--- src/hdl/puc_pkg.sv ---
// Shared types and constants of the percent codec core.
package puc_pkg;

  // Width of one string byte and of the per-string byte count.
  localparam int unsigned ByteW  = 8;
  localparam int unsigned CountW = 16;

  // One item yields at most this many data bytes.
  localparam int unsigned JobSlots = 3;
  localparam int unsigned SlotCntW = $clog2(JobSlots + 1);
  localparam int unsigned SlotIdxW = $clog2(JobSlots);

  // Depth of the queue between the front and the back end.
  localparam int unsigned QDepth = 2;
  localparam int unsigned QPtrW  = (QDepth > 1) ? $clog2(QDepth) : 1;
  localparam int unsigned QCntW  = $clog2(QDepth + 1);

  // Configuration register indexes.
  localparam int unsigned CfgIdxW = 2;
  typedef enum logic [CfgIdxW-1:0] {
    CfgEncodeMode     = 2'd0,
    CfgOutputCapacity = 2'd1
  } cfg_idx_e;

  // Current configuration as seen by the front end.
  typedef struct packed {
    logic              encode_mode;
    logic [CountW-1:0] output_capacity;
  } cfg_t;

  // Work handed from the front to the back end for one input item.
  typedef struct packed {
    logic [JobSlots-1:0][ByteW-1:0] data;
    logic [SlotCntW-1:0]            n_bytes;
    logic                           is_end;
    logic                           fits;
    logic [CountW-1:0]              count;
  } job_t;

endpackage

--- src/hdl/puc_front.sv ---
// Front end: accepts input bytes, runs the escape state and the byte count, builds jobs.
module puc_front import puc_pkg::*; (
  input  logic             clk_i,
  input  logic             rst_ni,
  input  cfg_t             cfg_i,
  input  logic             in_valid_i,
  output logic             in_ready_o,
  input  logic [ByteW-1:0] data_byte_i,
  input  logic             q_full_i,
  output logic             push_o,
  output job_t             job_o
);

  localparam logic [ByteW-1:0] CharNul   = 8'h00;
  localparam logic [ByteW-1:0] CharSpace = 8'h20;
  localparam logic [ByteW-1:0] CharPct   = 8'h25;
  localparam logic [ByteW-1:0] CharPlus  = 8'h2B;
  localparam logic [ByteW-1:0] CharTilde = 8'h7E;

  // True for 0-9, a-f and A-F.
  function automatic logic hex_ok(input logic [ByteW-1:0] c);
    return (c >= 8'h30 && c <= 8'h39) || (c >= 8'h61 && c <= 8'h66) ||
           (c >= 8'h41 && c <= 8'h46);
  endfunction

  // Value of a hex digit; letters of both cases have the value in their low bits plus nine.
  function automatic logic [3:0] hex_nib(input logic [ByteW-1:0] c);
    return (c <= 8'h39) ? c[3:0] : 4'(c[3:0] + 4'd9);
  endfunction

  // Upper-case hex character for a nibble.
  function automatic logic [ByteW-1:0] hex_char(input logic [3:0] d);
    logic [3:0] v;
    v = d & 4'hf;
    return (v < 4'hA) ? {4'h3, v} : 8'(8'h41 + {4'h0, v} - 8'h0A);
  endfunction

  // Bytes that the encoder turns into an escape.
  function automatic logic needs_escape(input logic [ByteW-1:0] c);
    logic r;
    if (c <= CharSpace || c > CharTilde) begin
      r = 1'b1;
    end else begin
      case (c) inside
        8'h3A, 8'h2F, 8'h3F, 8'h23, 8'h5B, 8'h5D, 8'h40, 8'h21, 8'h24, 8'h26,
        8'h27, 8'h28, 8'h29, 8'h2A, 8'h2B, 8'h2C, 8'h3B, 8'h3D, 8'h25: r = 1'b1;
        default: r = 1'b0;
      endcase
    end
    return r;
  endfunction

  // Decoded form of a byte outside an escape.
  function automatic logic [ByteW-1:0] plain_byte(input logic [ByteW-1:0] c);
    return (c == CharPlus) ? CharSpace : c;
  endfunction

  logic [1:0]                     held_cnt_q, held_cnt_d;
  logic [ByteW-1:0]               held_byte_q, held_byte_d;
  logic [CountW-1:0]              written_q, written_d;
  logic                           accept;
  logic [JobSlots-1:0][ByteW-1:0] slot;
  logic [SlotCntW-1:0]            n_raw;
  logic [SlotCntW-1:0]            n_emit;
  logic                           is_end;
  logic [CountW-1:0]              rem;
  logic [CountW:0]                sum;
  logic [CountW-1:0]              wc_new;
  logic [ByteW-1:0]               c;

  assign c          = data_byte_i;
  assign in_ready_o = !q_full_i;
  assign accept     = in_valid_i && in_ready_o;

  // Classify the byte and work out the bytes it produces and the next state.
  always_comb begin
    slot        = '0;
    n_raw       = '0;
    is_end      = 1'b0;
    held_cnt_d  = held_cnt_q;
    held_byte_d = held_byte_q;
    rem         = cfg_i.output_capacity - written_q;
    sum         = '0;
    if (cfg_i.encode_mode) begin
      held_cnt_d = 2'd0;
      if (c == CharNul) begin
        is_end = 1'b1;
      end else if (written_q < cfg_i.output_capacity) begin
        if (c == CharSpace) begin
          slot[0] = CharPlus;
          n_raw   = SlotCntW'(1);
        end else if (needs_escape(c)) begin
          slot[0] = CharPct;
          slot[1] = hex_char(c[7:4]);
          slot[2] = hex_char(c[3:0]);
          n_raw   = SlotCntW'(3);
        end else begin
          slot[0] = c;
          n_raw   = SlotCntW'(1);
        end
      end
      // Bytes past the capacity are dropped.
      n_emit = (rem < CountW'(n_raw)) ? SlotCntW'(rem) : n_raw;
      wc_new = written_q + CountW'(n_emit);
    end else begin
      if (c == CharNul) begin
        // End of string flushes a pending escape as plain bytes.
        is_end = 1'b1;
        if (held_cnt_q != 2'd0) begin
          slot[0] = CharPct;
          n_raw   = SlotCntW'(1);
        end
        if (held_cnt_q >= 2'd2) begin
          slot[1] = held_byte_q;
          n_raw   = SlotCntW'(2);
        end
      end else if (held_cnt_q == 2'd0) begin
        if (c == CharPct) begin
          held_cnt_d = 2'd1;
        end else begin
          slot[0] = plain_byte(c);
          n_raw   = SlotCntW'(1);
        end
      end else if (held_cnt_q == 2'd1) begin
        if (hex_ok(c)) begin
          held_byte_d = c;
          held_cnt_d  = 2'd2;
        end else begin
          slot[0] = CharPct;
          if (c == CharPct) begin
            held_cnt_d = 2'd1;
            n_raw      = SlotCntW'(1);
          end else begin
            held_cnt_d = 2'd0;
            slot[1]    = plain_byte(c);
            n_raw      = SlotCntW'(2);
          end
        end
      end else begin
        held_cnt_d = 2'd0;
        if (hex_ok(c) && hex_ok(held_byte_q)) begin
          slot[0] = {hex_nib(held_byte_q), hex_nib(c)};
          n_raw   = SlotCntW'(1);
        end else begin
          slot[0] = CharPct;
          slot[1] = held_byte_q;
          if (c == CharPct) begin
            held_cnt_d = 2'd1;
            n_raw      = SlotCntW'(2);
          end else begin
            slot[2] = plain_byte(c);
            n_raw   = SlotCntW'(3);
          end
        end
      end
      // The decoder count saturates at its top value.
      n_emit = n_raw;
      sum    = {1'b0, written_q} + (CountW + 1)'(n_raw);
      wc_new = sum[CountW] ? '1 : sum[CountW-1:0];
    end
    written_d = is_end ? '0 : wc_new;
    if (is_end) begin
      held_cnt_d  = 2'd0;
      held_byte_d = '0;
    end
  end

  // Job for the back end.
  always_comb begin
    job_o.data    = slot;
    job_o.n_bytes = n_emit;
    job_o.is_end  = is_end;
    job_o.fits    = cfg_i.encode_mode ? (wc_new < cfg_i.output_capacity) : 1'b1;
    job_o.count   = wc_new;
    push_o        = accept && (is_end || (n_emit != '0));
  end

  // String state advances on each input transfer.
  always_ff @(posedge clk_i or negedge rst_ni) begin
    if (!rst_ni) begin
      held_cnt_q  <= 2'd0;
      held_byte_q <= '0;
      written_q   <= '0;
    end else if (accept) begin
      held_cnt_q  <= held_cnt_d;
      held_byte_q <= held_byte_d;
      written_q   <= written_d;
    end
  end

`ifndef SYNTH
  // An escape never holds more than the percent sign and one digit.
  a_held_cnt_range: assert property (@(posedge clk_i) disable iff (!rst_ni)
    held_cnt_q != 2'd3)
    else $error("held count out of range");
`endif

endmodule

--- src/hdl/puc_queue.sv ---
// Short register queue of jobs between the front and the back end.
module puc_queue import puc_pkg::*; (
  input  logic clk_i,
  input  logic rst_ni,
  input  logic push_i,
  input  job_t push_data_i,
  input  logic pop_i,
  output job_t head_o,
  output logic head_valid_o,
  output logic full_o
);

  job_t             entry_q [QDepth];
  logic [QPtrW-1:0] wr_ptr_q, rd_ptr_q;
  logic [QCntW-1:0] cnt_q;
  logic             do_pop;

  assign full_o       = (cnt_q == QCntW'(QDepth));
  assign head_valid_o = (cnt_q != '0);
  assign head_o       = entry_q[rd_ptr_q];
  assign do_pop       = pop_i && head_valid_o;

  // Storage is written at the write pointer only.
  always_ff @(posedge clk_i) begin
    if (push_i) begin
      entry_q[wr_ptr_q] <= push_data_i;
    end
  end

  // Pointers and fill count.
  always_ff @(posedge clk_i or negedge rst_ni) begin
    if (!rst_ni) begin
      wr_ptr_q <= '0;
      rd_ptr_q <= '0;
      cnt_q    <= '0;
    end else begin
      if (push_i) begin
        wr_ptr_q <= (wr_ptr_q == QPtrW'(QDepth - 1)) ? '0 : QPtrW'(wr_ptr_q + 1'b1);
      end
      if (do_pop) begin
        rd_ptr_q <= (rd_ptr_q == QPtrW'(QDepth - 1)) ? '0 : QPtrW'(rd_ptr_q + 1'b1);
      end
      if (push_i && !do_pop) begin
        cnt_q <= QCntW'(cnt_q + 1'b1);
      end else if (do_pop && !push_i) begin
        cnt_q <= QCntW'(cnt_q - 1'b1);
      end
    end
  end

`ifndef SYNTH
  // The front end never writes a full queue.
  a_no_overflow: assert property (@(posedge clk_i) disable iff (!rst_ni)
    push_i |-> !full_o)
    else $error("push into full queue");

  // The fill count stays within the depth.
  a_cnt_range: assert property (@(posedge clk_i) disable iff (!rst_ni)
    cnt_q <= QCntW'(QDepth))
    else $error("queue count out of range");
`endif

endmodule

--- src/hdl/puc_back.sv ---
// Back end: walks each job one result at a time into the output register.
module puc_back import puc_pkg::*; (
  input  logic              clk_i,
  input  logic              rst_ni,
  input  job_t              head_i,
  input  logic              head_valid_i,
  output logic              pop_o,
  output logic              out_valid_o,
  input  logic              out_ready_i,
  output logic [ByteW-1:0]  out_byte_o,
  output logic              end_of_string_o,
  output logic              terminator_fits_o,
  output logic [CountW-1:0] bytes_written_o
);

  logic [SlotIdxW-1:0] idx_q;
  logic                out_valid_q;
  logic [ByteW-1:0]    byte_q, byte_d;
  logic                eos_q, eos_d;
  logic                fits_q, fits_d;
  logic [CountW-1:0]   count_q, count_d;
  logic                load;
  logic                is_last;

  assign load = head_valid_i && (!out_valid_q || out_ready_i);

  // Pick the result at the current position of the head job.
  always_comb begin
    if (SlotCntW'(idx_q) < head_i.n_bytes) begin
      byte_d  = head_i.data[idx_q];
      eos_d   = 1'b0;
      fits_d  = 1'b0;
      count_d = '0;
    end else begin
      byte_d  = '0;
      eos_d   = 1'b1;
      fits_d  = head_i.fits;
      count_d = head_i.count;
    end
    is_last = head_i.is_end ? (SlotCntW'(idx_q) == head_i.n_bytes)
                            : (SlotCntW'(idx_q) == SlotCntW'(head_i.n_bytes - 1'b1));
    pop_o   = load && is_last;
  end

  // Position within the head job and output valid.
  always_ff @(posedge clk_i or negedge rst_ni) begin
    if (!rst_ni) begin
      idx_q       <= '0;
      out_valid_q <= 1'b0;
    end else begin
      if (load) begin
        idx_q <= is_last ? '0 : SlotIdxW'(idx_q + 1'b1);
      end
      if (load) begin
        out_valid_q <= 1'b1;
      end else if (out_ready_i) begin
        out_valid_q <= 1'b0;
      end
    end
  end

  // Output payload register.
  always_ff @(posedge clk_i) begin
    if (load) begin
      byte_q  <= byte_d;
      eos_q   <= eos_d;
      fits_q  <= fits_d;
      count_q <= count_d;
    end
  end

  assign out_valid_o       = out_valid_q;
  assign out_byte_o        = byte_q;
  assign end_of_string_o   = eos_q;
  assign terminator_fits_o = fits_q;
  assign bytes_written_o   = count_q;

`ifndef SYNTH
  // The position never runs past the results of the head job.
  a_idx_bound: assert property (@(posedge clk_i) disable iff (!rst_ni)
    head_valid_i |-> (SlotCntW'(idx_q) <= head_i.n_bytes))
    else $error("job position past its results");
`endif

endmodule

--- src/hdl/percent_url_codec_core.sv ---
// Top level of the streaming percent codec: configuration registers and the three parts.
//
// Use: string bytes enter on the in channel (in_valid_i, in_ready_o, data_byte_i);
// a zero byte ends the string. Results leave on the out channel, one byte per
// transfer, and each string closes with one result that has end_of_string_o set,
// out_byte_o zero, the byte count in bytes_written_o and terminator_fits_o.
// The config channel writes encode_mode (index 0, bit 0 of the data) and
// output_capacity (index 1); it is always ready and should only be used while
// no string is in flight.
// Path: the first result of an item passes through the job queue and then the
// output register. Throughput: the input takes one byte per cycle while the queue
// is not full, and the output gives one result per cycle while results are queued
// and the receiver is ready; an item has zero to three results, which the back
// end walks out one at a time. A two-entry job queue lets the front keep accepting
// bytes while earlier results drain, until the queue is full.
// Reset clears the escape state, the count and the queue, selects decoding and
// sets the capacity to 65535. When the receiver stalls the output holds, the
// queue fills, and then in_ready_o drops until room frees up.
module percent_url_codec_core import puc_pkg::*; (
  input  logic               clk_i,
  input  logic               rst_ni,
  input  logic               cfg_valid_i,
  output logic               cfg_ready_o,
  input  logic [CfgIdxW-1:0] cfg_index_i,
  input  logic [CountW-1:0]  cfg_data_i,
  input  logic               in_valid_i,
  output logic               in_ready_o,
  input  logic [ByteW-1:0]   data_byte_i,
  output logic               out_valid_o,
  input  logic               out_ready_i,
  output logic [ByteW-1:0]   out_byte_o,
  output logic               end_of_string_o,
  output logic               terminator_fits_o,
  output logic [CountW-1:0]  bytes_written_o
);

  logic              encode_mode_q;
  logic [CountW-1:0] capacity_q;
  cfg_t              cfg;
  logic              push;
  logic              pop;
  logic              q_full;
  logic              head_valid;
  job_t              job;
  job_t              head;

  assign cfg_ready_o         = 1'b1;
  assign cfg.encode_mode     = encode_mode_q;
  assign cfg.output_capacity = capacity_q;

  // Configuration registers, written by config transfers.
  always_ff @(posedge clk_i or negedge rst_ni) begin
    if (!rst_ni) begin
      encode_mode_q <= 1'b0;
      capacity_q    <= '1;
    end else if (cfg_valid_i && cfg_ready_o) begin
      unique case (cfg_idx_e'(cfg_index_i))
        CfgEncodeMode:     encode_mode_q <= cfg_data_i[0];
        CfgOutputCapacity: capacity_q    <= cfg_data_i;
        default: ;
      endcase
    end
  end

  puc_front u_front (
    .clk_i       (clk_i),
    .rst_ni      (rst_ni),
    .cfg_i       (cfg),
    .in_valid_i  (in_valid_i),
    .in_ready_o  (in_ready_o),
    .data_byte_i (data_byte_i),
    .q_full_i    (q_full),
    .push_o      (push),
    .job_o       (job)
  );

  puc_queue u_queue (
    .clk_i        (clk_i),
    .rst_ni       (rst_ni),
    .push_i       (push),
    .push_data_i  (job),
    .pop_i        (pop),
    .head_o       (head),
    .head_valid_o (head_valid),
    .full_o       (q_full)
  );

  puc_back u_back (
    .clk_i             (clk_i),
    .rst_ni            (rst_ni),
    .head_i            (head),
    .head_valid_i      (head_valid),
    .pop_o             (pop),
    .out_valid_o       (out_valid_o),
    .out_ready_i       (out_ready_i),
    .out_byte_o        (out_byte_o),
    .end_of_string_o   (end_of_string_o),
    .terminator_fits_o (terminator_fits_o),
    .bytes_written_o   (bytes_written_o)
  );

endmodule

--- config.mk ---
export PLATFORM = sky130hd
export DESIGN_NAME = percent_url_codec_core
export DESIGN_NICKNAME = d
export VERILOG_FILES = /design/src/hdl/puc_pkg.sv /design/src/hdl/puc_front.sv /design/src/hdl/puc_queue.sv /design/src/hdl/puc_back.sv /design/src/hdl/percent_url_codec_core.sv
export SDC_FILE = /design/constraint.sdc
export NUM_CORES = 1
export LEC_CHECK = 0
export ABC_CLOCK_PERIOD_IN_PS = 7000
export BUFFER_PORTS_ARGS = -buffer_cell sky130_fd_sc_hd__buf_2
export CAP_MARGIN = 25
export CORE_ASPECT_RATIO = 0.8
export CORE_MARGIN = 2
export CORE_UTILIZATION = 56
export DETAILED_ROUTE_END_ITERATION = 8
export GPL_TIMING_DRIVEN = 0
export PLACE_DENSITY = 0.77
export SETUP_SLACK_MARGIN = 0.2
export SYNTH_ARGS = -nofsm -noshare
export SYNTH_HDL_FRONTEND = slang
export SYNTH_SLANG_ARGS = --single-unit
--- constraint.sdc ---
create_clock -name clk_i -period 7 [get_ports clk_i]
set_input_delay 1.75 -clock clk_i [delete_from_list [all_inputs] [get_ports clk_i]]
set_output_delay 1.75 -clock clk_i [all_outputs]
set_load 0.02 [all_outputs]
* After elaboration in Yosys (flattened, before gate mapping)
Memory sizes are Yosys's and may differ from the RTL's.
Cells that the tools add are included.
** Storage, ports and cells
- Memories kept :: 1
- Latch bits :: 0
- Bits in read-only memories :: 0
- Logic and storage cells :: 203
- Output and inout bits :: 29
- Memory bits (writable) :: 88
- Register bits :: 76
- Input port bits :: 31
** Memories
- u_queue.entry_q :: depth 2, width 44, rd ports 1, clocked after Yosys merged registers in 0, write ports 1, RTL line puc_queue.sv:13 : job_t entry_q [QDepth];
** Operators by class
- $lt $le $gt $ge :: 22
- Eq/ne operators :: 30
- Muxes and demuxes :: 81
- Shifts and indexed selects :: 0
- Reductions and logical operators :: 40
- $mul :: 0
- $add $sub $neg :: 15
- Bitwise gates (word level) :: 0
- Divide/modulo/power cells :: 0
** Operator list (number)
- $mux 16 :: 10
- $mux 8 :: 18
- $eq 8x6->1 const B :: 17
- $mux 24 :: 3
- $mux 2 :: 26
- $ge 8x7->1 const B :: 4
- $le 8x7->1 const B :: 4
- $lt 16x16->1 :: 2
- $eq 8x7->1 const B :: 3
- $le 8x6->1 const B :: 3
- $mux 1 :: 20
- $reduce_or 19->1 :: 1
- $add 16x2->17 :: 1
- $add 16x2->16 :: 1
- $add 7x4->8 const A :: 2
- $bmux 8 s2 :: 1
- $ge 8x6->1 const B :: 2
- $lt 16x2->1 :: 1
- $sub 16x16->16 :: 1
- $sub 8x4->8 const B :: 2
- $logic_and 1x1->1 :: 14
- $reduce_bool 2->1 :: 7
- $add 4x4->4 const B :: 2
- $gt 8x7->1 const B :: 1
- other kinds (23) :: 42

* Longest topological paths before layout
Gate-level depths: netlist of the first run.
- Depth in word-level cells :: 23
- Mapped depth :: 36
- Mapped depth without buffers :: 35

* Modules after synthesis
Synthesis of the first run repeated with hierarchy kept, for this count alone.
** Second synthesis, totals
- Cells, all modules :: 941
- Area total of the unflattened synthesis :: 10229.8 um2
** Modules (own cells, without submodules)
- puc_front :: cells an instance 645, times used 1, area each 4639.4 um2, seq. area each 650.6 um2
- puc_queue :: cells an instance 153, times used 1, area each 3564.7 um2, seq. area each 2742.6 um2
- puc_back :: cells an instance 104, times used 1, area each 1301.2 um2, seq. area each 855.8 um2
- percent_url_codec_core :: cells an instance 39, times used 1, area each 724.4 um2, seq. area each 445.4 um2

* Worst setup path before layout of the first run
OpenSTA, ideal clock, no wires.
- Kind :: input to register
- From :: input port data_byte_i[1]
- To :: memory u_queue.entry_q[0][16] (netlist bit) (data pin)
- Data required time :: 6.831 ns
- Setup time :: 0.169 ns
- Path slack :: -1.041 ns
- Path buffers :: 1
- Data arrival time :: 7.873 ns
- Stages on the path :: 31
- Path through :: buf_2 inv_1 ha_1 nor3_1 a21oi_1 o211ai_1 nor4bb_1 nor2_1 and2_1 inv_1 ha_1 nor2b_1 a2111oi_0 a31oi_1 a211oi_1 o2111ai_2 nor4_4 nand2_2 o21ai_0 ha_1 inv_1 fa_1 inv_1 nor2_1 o41ai_1 ha_1 a21o_1 a221o_1 a221oi_1 o21ai_0 o21ai_0
** RTL lines
- start, declared :: RTL line percent_url_codec_core.sv:28 : input logic [ByteW-1:0] data_byte_i,
- end, declared :: RTL line puc_queue.sv:13

==> results of run 1 <==
timing repair:
action                                  in CTS  in global routing
gates resized for setup                     54                 10
buffers inserted                            23                  3
pin swaps                                   23                  1
hold endpoints to repair                     0                  0
endpoints found under the setup margin      65                  2
routing by layer:
layer | global-route usage (%) | vias up | share of wire [%]
met2 | 40.9 | 371 | 43
met1 | 41.8 | 3791 | 47
met3 | 5.65 | 31 | 8.4
met4 | 7.13 | 0 | 1.4
li1 | - | 3688 | -
met5 | 0 | - | 0
sequential cells by signal, summed over array words and instances, names as in the netlist:
| register | count |
|---|---|
| u_back.bytes_written_o | 16 |
| capacity_q | 16 |
| u_front.held_cnt_q | 2 |
| encode_mode_q | 1 |
| u_queue.wr_ptr_q | 1 |
| u_back.out_byte_o | 8 |
| u_queue.rd_ptr_q | 1 |
| u_queue.entry_q | 88 |
| u_back.end_of_string_o | 1 |
| u_back.terminator_fits_o | 1 |
| u_back.idx_q | 2 |
| u_queue.cnt_q | 2 |
| u_back.out_valid_o | 1 |
| u_front.held_byte_q | 8 |
| u_front.written_q | 16 |
power by group through the flow:
stage / registers (uW) / logic [uW] / clock network (uW)
2_1_floorplan: 1710 / 1640 / 0
3_3_place_gp: 1630 / 2250 / 0
3_5_place_dp: 1640 / 2360 / 0
4_1_cts: 1630 / 2520 / 940
5_1_grt: 1660 / 2820 / 980
6_report: 1630 / 2570 / 930
path summary, 6_finish.rpt:
check | startpoint | to | slack [ps]
setup / recovery | data_byte_i[1] | u_queue.entry_q[1][16] | -380
hold / removal | u_queue.cnt_q[1] | u_queue.cnt_q[1] | 500
setup reg to reg | capacity_q[0] | u_queue.entry_q[1][16] | -230
hold reg to reg | u_queue.cnt_q[1] | u_queue.cnt_q[1] | 500
max in group asynchronous | rst_ni | capacity_q[13] | 5130
min in group asynchronous | rst_ni | u_front.held_byte_q[5] | 1280
cell usage after synthesis (4+ instances only):
cell type / count / area share [%]
nor2_1: 79 / 3.0
buf_2: 9 / 0.46
mux4_2: 8 / 1.8
and2_1: 10 / 0.64
dfstp_2: 16 / 4.3
nor4_1: 6 / 0.38
o21a_1: 4 / 0.31
xor2_1: 6 / 0.53
o211ai_1: 5 / 0.38
a31oi_1: 15 / 0.95
a221o_1: 4 / 0.41
edfxtp_1: 114 / 35
nor3_1: 16 / 0.81
a22o_1: 10 / 0.89
a211o_1: 4 / 0.36
nand2b_1: 15 / 0.95
ha_1: 53 / 6.7
nand2_1: 68 / 2.6
clkbuf_1: 21 / 0.80
a22oi_1: 17 / 1.3
and3_1: 8 / 0.51
mux2i_1: 22 / 2.2
o22a_1: 5 / 0.45
o22ai_1: 9 / 0.57
o21ai_0: 63 / 3.2
dfrtp_1: 34 / 8.7
nand3_1: 25 / 1.3
o21bai_1: 4 / 0.31
inv_1: 57 / 2.2
mux2_2: 28 / 3.2
nand4_1: 7 / 0.45
o31ai_1: 6 / 0.46
a211oi_1: 5 / 0.38
or3_1: 5 / 0.32
a21oi_1: 37 / 1.9
xnor2_1: 13 / 1.2
nor2b_1: 8 / 0.51
a21o_1: 19 / 1.5
per-stage QoR:
| step | hold WS (ps) | std cells |
|---|---|---|
| after detailed placement | 489 | 1207 |
| final | 502 | 1265 |
| after floorplan | 464 | 921 |
| after global placement | 482 | 1203 |
| after global routing | 541 | 1265 |
| after CTS | 500 | 1262 |
logic make-up after synthesis:
logic type	after synthesis
XOR/XNOR	19
AND/OR/NAND/NOR	274
other	1
adder cells (fa/ha/maj)	56
flip-flops	164
AO/OA/AOI/OAI	252
multiplexers	59
buffers and inverters	96
area by class of cell:
class | instances | area (sq um) | share of cell area (%)
timing repair buffer | 87 | 624 | 5.34
clock buffer | 17 | 425 | 3.64
multi-input combinational | 661 | 5060 | 43.3
sequential | 164 | 4690 | 40.2
tap | 225 | 282 | 2.41
buffer | 35 | 196 | 1.68
clock inverter | 15 | 156 | 1.34
inverter | 61 | 254 | 2.17
worst register-to-register path, delay by kind of cell (launching register included):
family	cells	cell delay, ps
AOI/OAI and AO/OA	13	2980
adders and majority gates	6	1850
buffers and inverters	5	450
DFF	1	530
and+or+nand+nor	8	1250
==> flow_summary.ini, run 1 <==
[timing]
tns_ps = -765
fin_crit_sh_pct = 105
final-hold-violation-count = 0
worstMarginPinSlew_ps = 879
setup_violations = 2
slew_viol_final = 0
rsz0062_at_grt = true
relSlewSlack_pct = 41.2
finalClockSkew_ps = 13.5
fin_crit_ps = 7380
timing.final.ws_setup_ps = -385
max_freq_mhz = 135

[drt]
vias_per_cell = 6.23
routed_wirelength_microns = 25200
post-route-drc-count = 0
drt_first_pass_iters = 6
vias = 7881
routedWlPerCell_microns = 19.9
ant_nets = 0
drtIter0Drc = 785

[setup_path]
path_buf_inv = 7
cp.arrival_ps = 7650
cpMaxStageDelayCell = o41ai_2
rr_worst_depth = 32
start_kind = input pin
crit_top_cell = o21ai_2
cp_num_cells = 33
end_kind = flip-flop
cp_top_family = compound AO/OA/AOI/OAI gates
max_stage_delay_ps = 540
critPathKind = in -> reg
critPathRequiredTime_ps = 7270
path_max_fanout = 6

[clock_tree]
path_clk_slew_ps = 80
htreeDepth = 4
cts_root_buffer = clkbuf_16
cts_hold_buf = 0
cts.sinks = 164
cts_tree = built
cts_inserted_buffers = 17
clkLatencyLatePin_ps = 440
max-clock-path-buffers = 2

[synthesis]
synthDistinctLibCells = 92
synthXorXnorAreaFrac_pct = 1.69
ys.flop_type = edfxtp_1
syn_area_sq_um = 9830
synthAdderAreaFrac_pct = 7.36
synth_fp_nets = 1008
synth_compound_area_share_pct = 17.9
ys_seq_elements = 164
synth_edf_count = 114
ys_async_sr_fraction_pct = 30.5
synthMuxAreaShare_pct = 7.42
yosysWarnings = 0
synth.yosys.seq_area_share_pct = 47.8
syn_avg_cell_area_sq_um = 10.7
yosys.area_share.simple_pct = 14.0
synth_top_family_by_area = compound AO/OA/AOI/OAI gates
syn_inst = 921

[die]
dieHeight_microns = 123
die_x_microns = 152
num_rows = 43
core_sq_um = 17300
start_util_pct = 56.9
io-pin-count = 60
fp.dieArea_sq_um = 18600

[power_and_ir_drop]
seqPwrFrac_pct = 31.8
swShare_pct = 41.9
ir_worst_vdd_mv = 0.256
p_int_uw = 2980
combPwrFrac_pct = 50.1
clockPowerShare_pct = 18.1
power_leakage_uw = 0.00470
power_uw = 5130
p_sw_uw = 2150
power.density_nw_per_um2 = 439

[place]
post-place-ws_ps = -2080
gp_congestion = 0.979
io_buffers = 57
dp_hpwl_microns = 18100
placed_area_sq_um = 10700

[global_routing]
grt.overflow.total = 0
grt_antenna_before_repair = 0
grt_use_total_pct = 27.6
grt_max_degree = 31
grt_pass1_vias = 7168
grt_pass1_wl_microns = 39800

[outcome]
outcome = complete, but fails checks
violations = negative setup slack

[layout]
mostFrequentLayoutCell = edfxtp_1
finalInstanceArea_sq_um = 11700
synthToLayoutAreaGrowth_pct = 18.9
fillers = 1284
final_cell_mix = 114 x edfxtp_1, 77 x nor2_1, 67 x nand2_1, 58 x buf_2, 54 x o21ai_0
utilization_pct = 67.7
fin_nets = 1114
n_antenna_cell = 0
drive_gt1_share_pct = 24.7

[run]
drv_cap = 0

[worst_hold_path]
hold_path_depth = 1
hold_class = reg -> reg
(Power assumes the default switching activity.)
==> inputs of run 2 (changes only) <==
- CORE_MARGIN: 2 -> 5
==> run 2 against run 1 <==
The flow still finishes with violations (negative setup slack). Worst setup slack got worse by 86 ps. Sequential cell count is the same. Die area up 9.0%. Core utilization rose by 0.065 points. Global-route usage shrank 1.9 points. Sequential power barely moved. Fmax decreased by 1.1%. First-iteration DRC count is 45% higher. Power increased by 2.1%. Clock-buffer cell count stayed put. Largest cell class unchanged.
==> flow_summary.ini, run 2 (synthesized netlist as in run 1, its figures left out) <==
[run]
drv_cap = 0

[setup_path]
max_stage_delay_ps = 480
path_max_fanout = 4
startpoint = data_byte_i[0]
cp.arrival_ps = 7730
rr_worst_depth = 32
cpMaxStageDelayCell = o41ai_4
r2r_end = u_queue.entry_q[1][16]
r2r_setup_slack_ps = -330
start_kind = input pin
timing.rr.start = u_front.written_q[9]
crit_top_cell = o21ai_2
end_kind = flip-flop
critPathKind = in -> reg
critPathRequiredTime_ps = 7260

[clock_tree]
cts_tree = built
path_clk_slew_ps = 70
cts_hold_buf = 0
cts_root_buffer = clkbuf_16
max-clock-path-buffers = 2
clkLatencyLatePin_ps = 430
cts.sinks = 164
htreeDepth = 4
cts_inserted_buffers = 17

[timing]
fin_crit_ps = 7470
fin_crit_sh_pct = 107
relSlewSlack_pct = 42.9
max_freq_mhz = 134
timing.final.ws_setup_ps = -471
tns_ps = -941
setup_violations = 2
final-hold-violation-count = 0
finalClockSkew_ps = 14.2
rsz0062_at_grt = true
slew_viol_final = 0
worstMarginPinSlew_ps = 850

[die]
dieHeight_microns = 129
core_sq_um = 17300
die_x_microns = 158
io-pin-count = 60
num_rows = 43
fp.dieArea_sq_um = 20300
start_util_pct = 56.9

[drt]
vias = 7979
drt_first_pass_iters = 6
post-route-drc-count = 0
drtIter0Drc = 1142
ant_nets = 0
routedWlPerCell_microns = 20.3
vias_per_cell = 6.33
routed_wirelength_microns = 25600

[outcome]
violations = negative setup slack
outcome = complete, but fails checks

[layout]
finalInstanceArea_sq_um = 11700
n_antenna_cell = 0
largest_reg_flops = 88
synthToLayoutAreaGrowth_pct = 19.0
largest_register = u_queue.entry_q
final_cell_mix = 114 x edfxtp_1, 77 x nor2_1, 68 x nand2_1, 59 x buf_2, 53 x o21ai_0
drive_gt1_share_pct = 24.3
fin_cells = 1260
fin_nets = 1109
mostFrequentLayoutCell = edfxtp_1

[global_routing]
grt_pass1_wl_microns = 40800
grt_use_total_pct = 25.7
grt_max_degree = 35
grt_pass1_vias = 7529
grt_antenna_before_repair = 0
grt.overflow.total = 0

[power_and_ir_drop]
power_leakage_uw = 0.00467
ir_worst_vdd_mv = 0.211
power.density_nw_per_um2 = 448

[worst_hold_path]
min_from = u_queue.cnt_q[1]
hold_class = reg -> reg
hold_path_depth = 1
whs_endpoint = u_queue.cnt_q[1]

[place]
dp_hpwl_microns = 18200
placed_area_sq_um = 10700
io_buffers = 57
gp_congestion = 0.952
dp.cells = 1208
==> run 2: worst max-delay path by stage <==
stage / to
final: u_queue.entry_q[1][16]
after global routing: u_queue.entry_q[1][16]
after CTS: u_queue.entry_q[1][16]
after detailed placement: u_queue.entry_q[1][16]
after global placement: u_queue.entry_q[0][16]
after floorplan: u_queue.entry_q[0][16]
==> run 2: stage by stage <==
step | hold slack [ps] | setup WS (ps) | power (uW) | utilization [%]
2_1_floorplan | 464 | -382 | 3350 | -
3_3_place_gp | 482 | -2040 | 3880 | 61.1
3_5_place_dp | 503 | -2170 | 4020 | 61.9
4_1_cts | 518 | -281 | 5190 | 67.6
5_1_grt | 544 | -761 | 5560 | 67.8
6_report | 519 | -471 | 5240 | 67.8
==> run 2: layer usage <==
| layer | global-route usage [%] | vias up | wire length, microns |
|---|---|---|---|
| met2 | 37.7 | 466 | 11200 |
| met3 | 4.94 | 48 | 2690 |
| met5 | 0 | - | 0 |
| met4 | 6.42 | 0 | 367 |
| li1 | - | 3678 | - |
| met1 | 39.6 | 3787 | 11300 |
==> run 2: layout make-up <==
class                      instances  area [sq um]
buffer                            35           194
multi-input combinational        661          5060
tap                              225           282
fill                            1284          5570
inverter                          61           254
clock inverter                    15           208
sequential                       164          4690
timing repair buffer              82           587
clock buffer                      17           425
==> run 2: timing repair <==
item | CTS | global route
setup buffers | 19 | 1
pin swaps | 14 | 0
gates cloned | 0 | 0
endpoints found under the setup margin | 92 | 3
gates resized for setup | 51 | 10
hold endpoints to repair | 0 | 0
==> run 2: worst max-delay path: cells and delay by family <==
kind	cells	cell delay, ps
simple gates	8	1220
compound gates	12	3110
fa+ha+maj	4	1110
buf+inv	6	520
==> run 2: power breakdown <==
| group | total [uW] | leakage (uW) | internal (uW) | switching, uW |
|---|---|---|---|---|
| clock network | 1000 | 0.000310 | 551 | 450 |
| registers | 1630 | 0.00168 | 1480 | 154 |
| logic | 2600 | 0.00268 | 1020 | 1580 |
==> inputs of run 3 (changes only) <==
- SYNTH_HIERARCHICAL: not set -> 1
==> run 3 against run 2 <==
The run still ends with negative setup slack left. Combinational power is 18% lower. Critical path depth grew 9. First-iteration DRC count fell by 20%. Via count increased by 0.83%. Power is 12% lower. Fmax fell by 1.3%. Sequential share of layout area down 1.3 points. Clock power down 8%. Non-clock buffer count is 26 higher. Register-to-register slack worse by 30 ps. Cell count is 3.1% higher. Largest power group unchanged. Highest routed layer unchanged.
==> flow_summary.ini, run 3 <==
[setup_path]
path_max_fanout = 6
crit_top_cell = a21o_1
cp.arrival_ps = 7850
max_stage_delay_ps = 380
start_kind = input pin
critPathKind = in -> reg
cpMaxStageDelayCell = or3_4
r2r_setup_slack_ps = -360
critPathRequiredTime_ps = 7280
end_kind = flip-flop

[synthesis]
syn_area_sq_um = 10200
ys_async_sr_fraction_pct = 30.5
yosys.area.top_type = edfxtp_1
synth_area_leaders = edfxtp_1 33%, dfrtp_1 8.3%, mux2_4 7.3%, ha_1 6.4%, dfstp_2 4.1%
synth_edf_count = 114
synth_most_common_cell = edfxtp_1
synth_common_cells = 114 x edfxtp_1, 67 x nor2_1, 65 x a21oi_1
yosysWarnings = 6
synth.yosys.seq_area_share_pct = 45.9
ys.flop_type = edfxtp_1
ys_seq_elements = 164
synth_fp_nets = 1027
syn_avg_cell_area_sq_um = 10.9
synthDistinctLibCells = 79
syn_inst = 941
synth_top_area_share_pct = 33.5

[clock_tree]
cts_root_buffer = clkbuf_16
path_clk_slew_ps = 70
htreeDepth = 4
cts_hold_buf = 0
cts_inserted_buffers = 17
cts.sinks = 164
clkLatencyLatePin_ps = 430
max-clock-path-buffers = 2
cts_tree = built

[outcome]
outcome = complete, but fails checks
violations = negative setup slack

[power_and_ir_drop]
ir_worst_vdd_mv = 0.209
power_uw = 4600
power_leakage_uw = 0.00498
power.density_nw_per_um2 = 380

[global_routing]
grt.overflow.total = 0
grt_pass1_wl_microns = 40800
grt_max_degree = 34
grt_use_total_pct = 24.7
grt_antenna_before_repair = 0
grt_pass1_vias = 7458

[die]
num_rows = 44
die_x_microns = 161
core_sq_um = 18100
io-pin-count = 60
start_util_pct = 56.7
fp.dieArea_sq_um = 21100
dieHeight_microns = 131

[layout]
utilization_pct = 66.9
largest_register = u_queue/entry_q
drive_gt1_share_pct = 27.2
largest_reg_flops = 88
fin_nets = 1143
synthToLayoutAreaGrowth_pct = 18.1
fin_cells = 1299
final_cell_mix = 114 x edfxtp_1, 65 x nor2_1, 60 x buf_2, 60 x a21oi_1, 57 x inv_1
mostFrequentLayoutCell = edfxtp_1
n_antenna_cell = 0

[timing]
setup_violations = 2
timing.final.ws_setup_ps = -570
max_freq_mhz = 132
whs_ps = 500
rsz0062_at_grt = true
slew_viol_final = 0
fin_crit_sh_pct = 108
relSlewSlack_pct = 33.4
final-hold-violation-count = 0
worstMarginPinSlew_ps = 997
tns_ps = -1140
fin_crit_ps = 7570
finalClockSkew_ps = 7.43

[place]
dp.cells = 1232
io_buffers = 58
dp_hpwl_microns = 18300
gp_congestion = 0.930

[worst_hold_path]
hold_class = reg -> reg

[drt]
post-route-drc-count = 0
vias = 8045
routed_wirelength_microns = 25900
routedWlPerCell_microns = 20.0
drtIter0Drc = 915
drt_first_pass_iters = 9
vias_per_cell = 6.19
ant_nets = 0

[run]
drv_cap = 0
-- run 3: metal layers --
| metal | wire length [microns] | vias up | share of wire (%) | GRT usage [%] |
|---|---|---|---|---|
| met5 | 0 | - | 0 | 0 |
| met4 | 478 | 0 | 1.8 | 7.72 |
| met3 | 2580 | 50 | 10 | 7.24 |
| met2 | 11100 | 394 | 43 | 36.6 |
| met1 | 11800 | 3859 | 46 | 35.5 |
| li1 | - | 3742 | - | - |
-- run 3: layout make-up --
type | instances | area (sq um)
sequential | 164 | 4690
tap | 230 | 288
inverter | 64 | 263
timing repair buffer | 97 | 658
fill | 1346 | 5970
clock inverter | 14 | 148
buffer | 46 | 335
multi-input combinational | 667 | 5270
clock buffer | 17 | 425
-- run 3: critical path, delay by kind of cell --
kind                       cells  cell delay, ps
AOI/OAI and AO/OA             16            2400
buffers and inverters          6             660
and+or+nand+nor               12            1920
adders and majority gates      5            1090
-- run 3: kinds of logic after synthesis --
| logic type | after synthesis | share of synthesized area [%] |
|---|---|---|
| and+or+nand+nor | 265 | 13.1 |
| DFF | 164 | 45.9 |
| other | 1 | 0.0367 |
| xor gates and xnor gates | 25 | 2.27 |
| adders and majority gates | 55 | 6.95 |
| muxes | 73 | 9.77 |
| buffers and inverters | 110 | 5.06 |
| AOI/OAI and AO/OA | 248 | 16.9 |
-- run 3: power by group --
part | switching (uW) | leakage [uW] | internal, uW
clock | 417 | 0.000282 | 501
sequential | 127 | 0.00169 | 1430
combinational | 1220 | 0.00300 | 903
total | 1760 | 0.00498 | 2830
-- run 3: path summary, 6_finish.rpt --
kind	startpoint	to	cells past startpoint
max	data_byte_i[1]	u_queue/entry_q[1][16]	39
min	u_queue/cnt_q[1]	u_queue/cnt_q[1]	1
max reg2reg	capacity_q[0]	u_queue/entry_q[1][16]	38
min reg2reg	u_queue/cnt_q[1]	u_queue/cnt_q[1]	1
max in group asynchronous	rst_ni	capacity_q[4]	2
min in group asynchronous	rst_ni	encode_mode_q	1
-- run 3: repair_timing --
action / CTS / global route
endpoints found under the setup margin: 27 / 17
pin swaps: 16 / 6
cloned: 0 / 0
setup buffers: 28 / 8
gates resized for setup: 41 / 15
-- run 3: stage by stage --
step / cell area, sq um / setup slack, ps
after global placement: 11000 / -1700
after CTS: 12000 / -525
after global routing: 12100 / -844
after detailed placement: 11000 / -1760
final: 12100 / -570
after floorplan: 10400 / -448
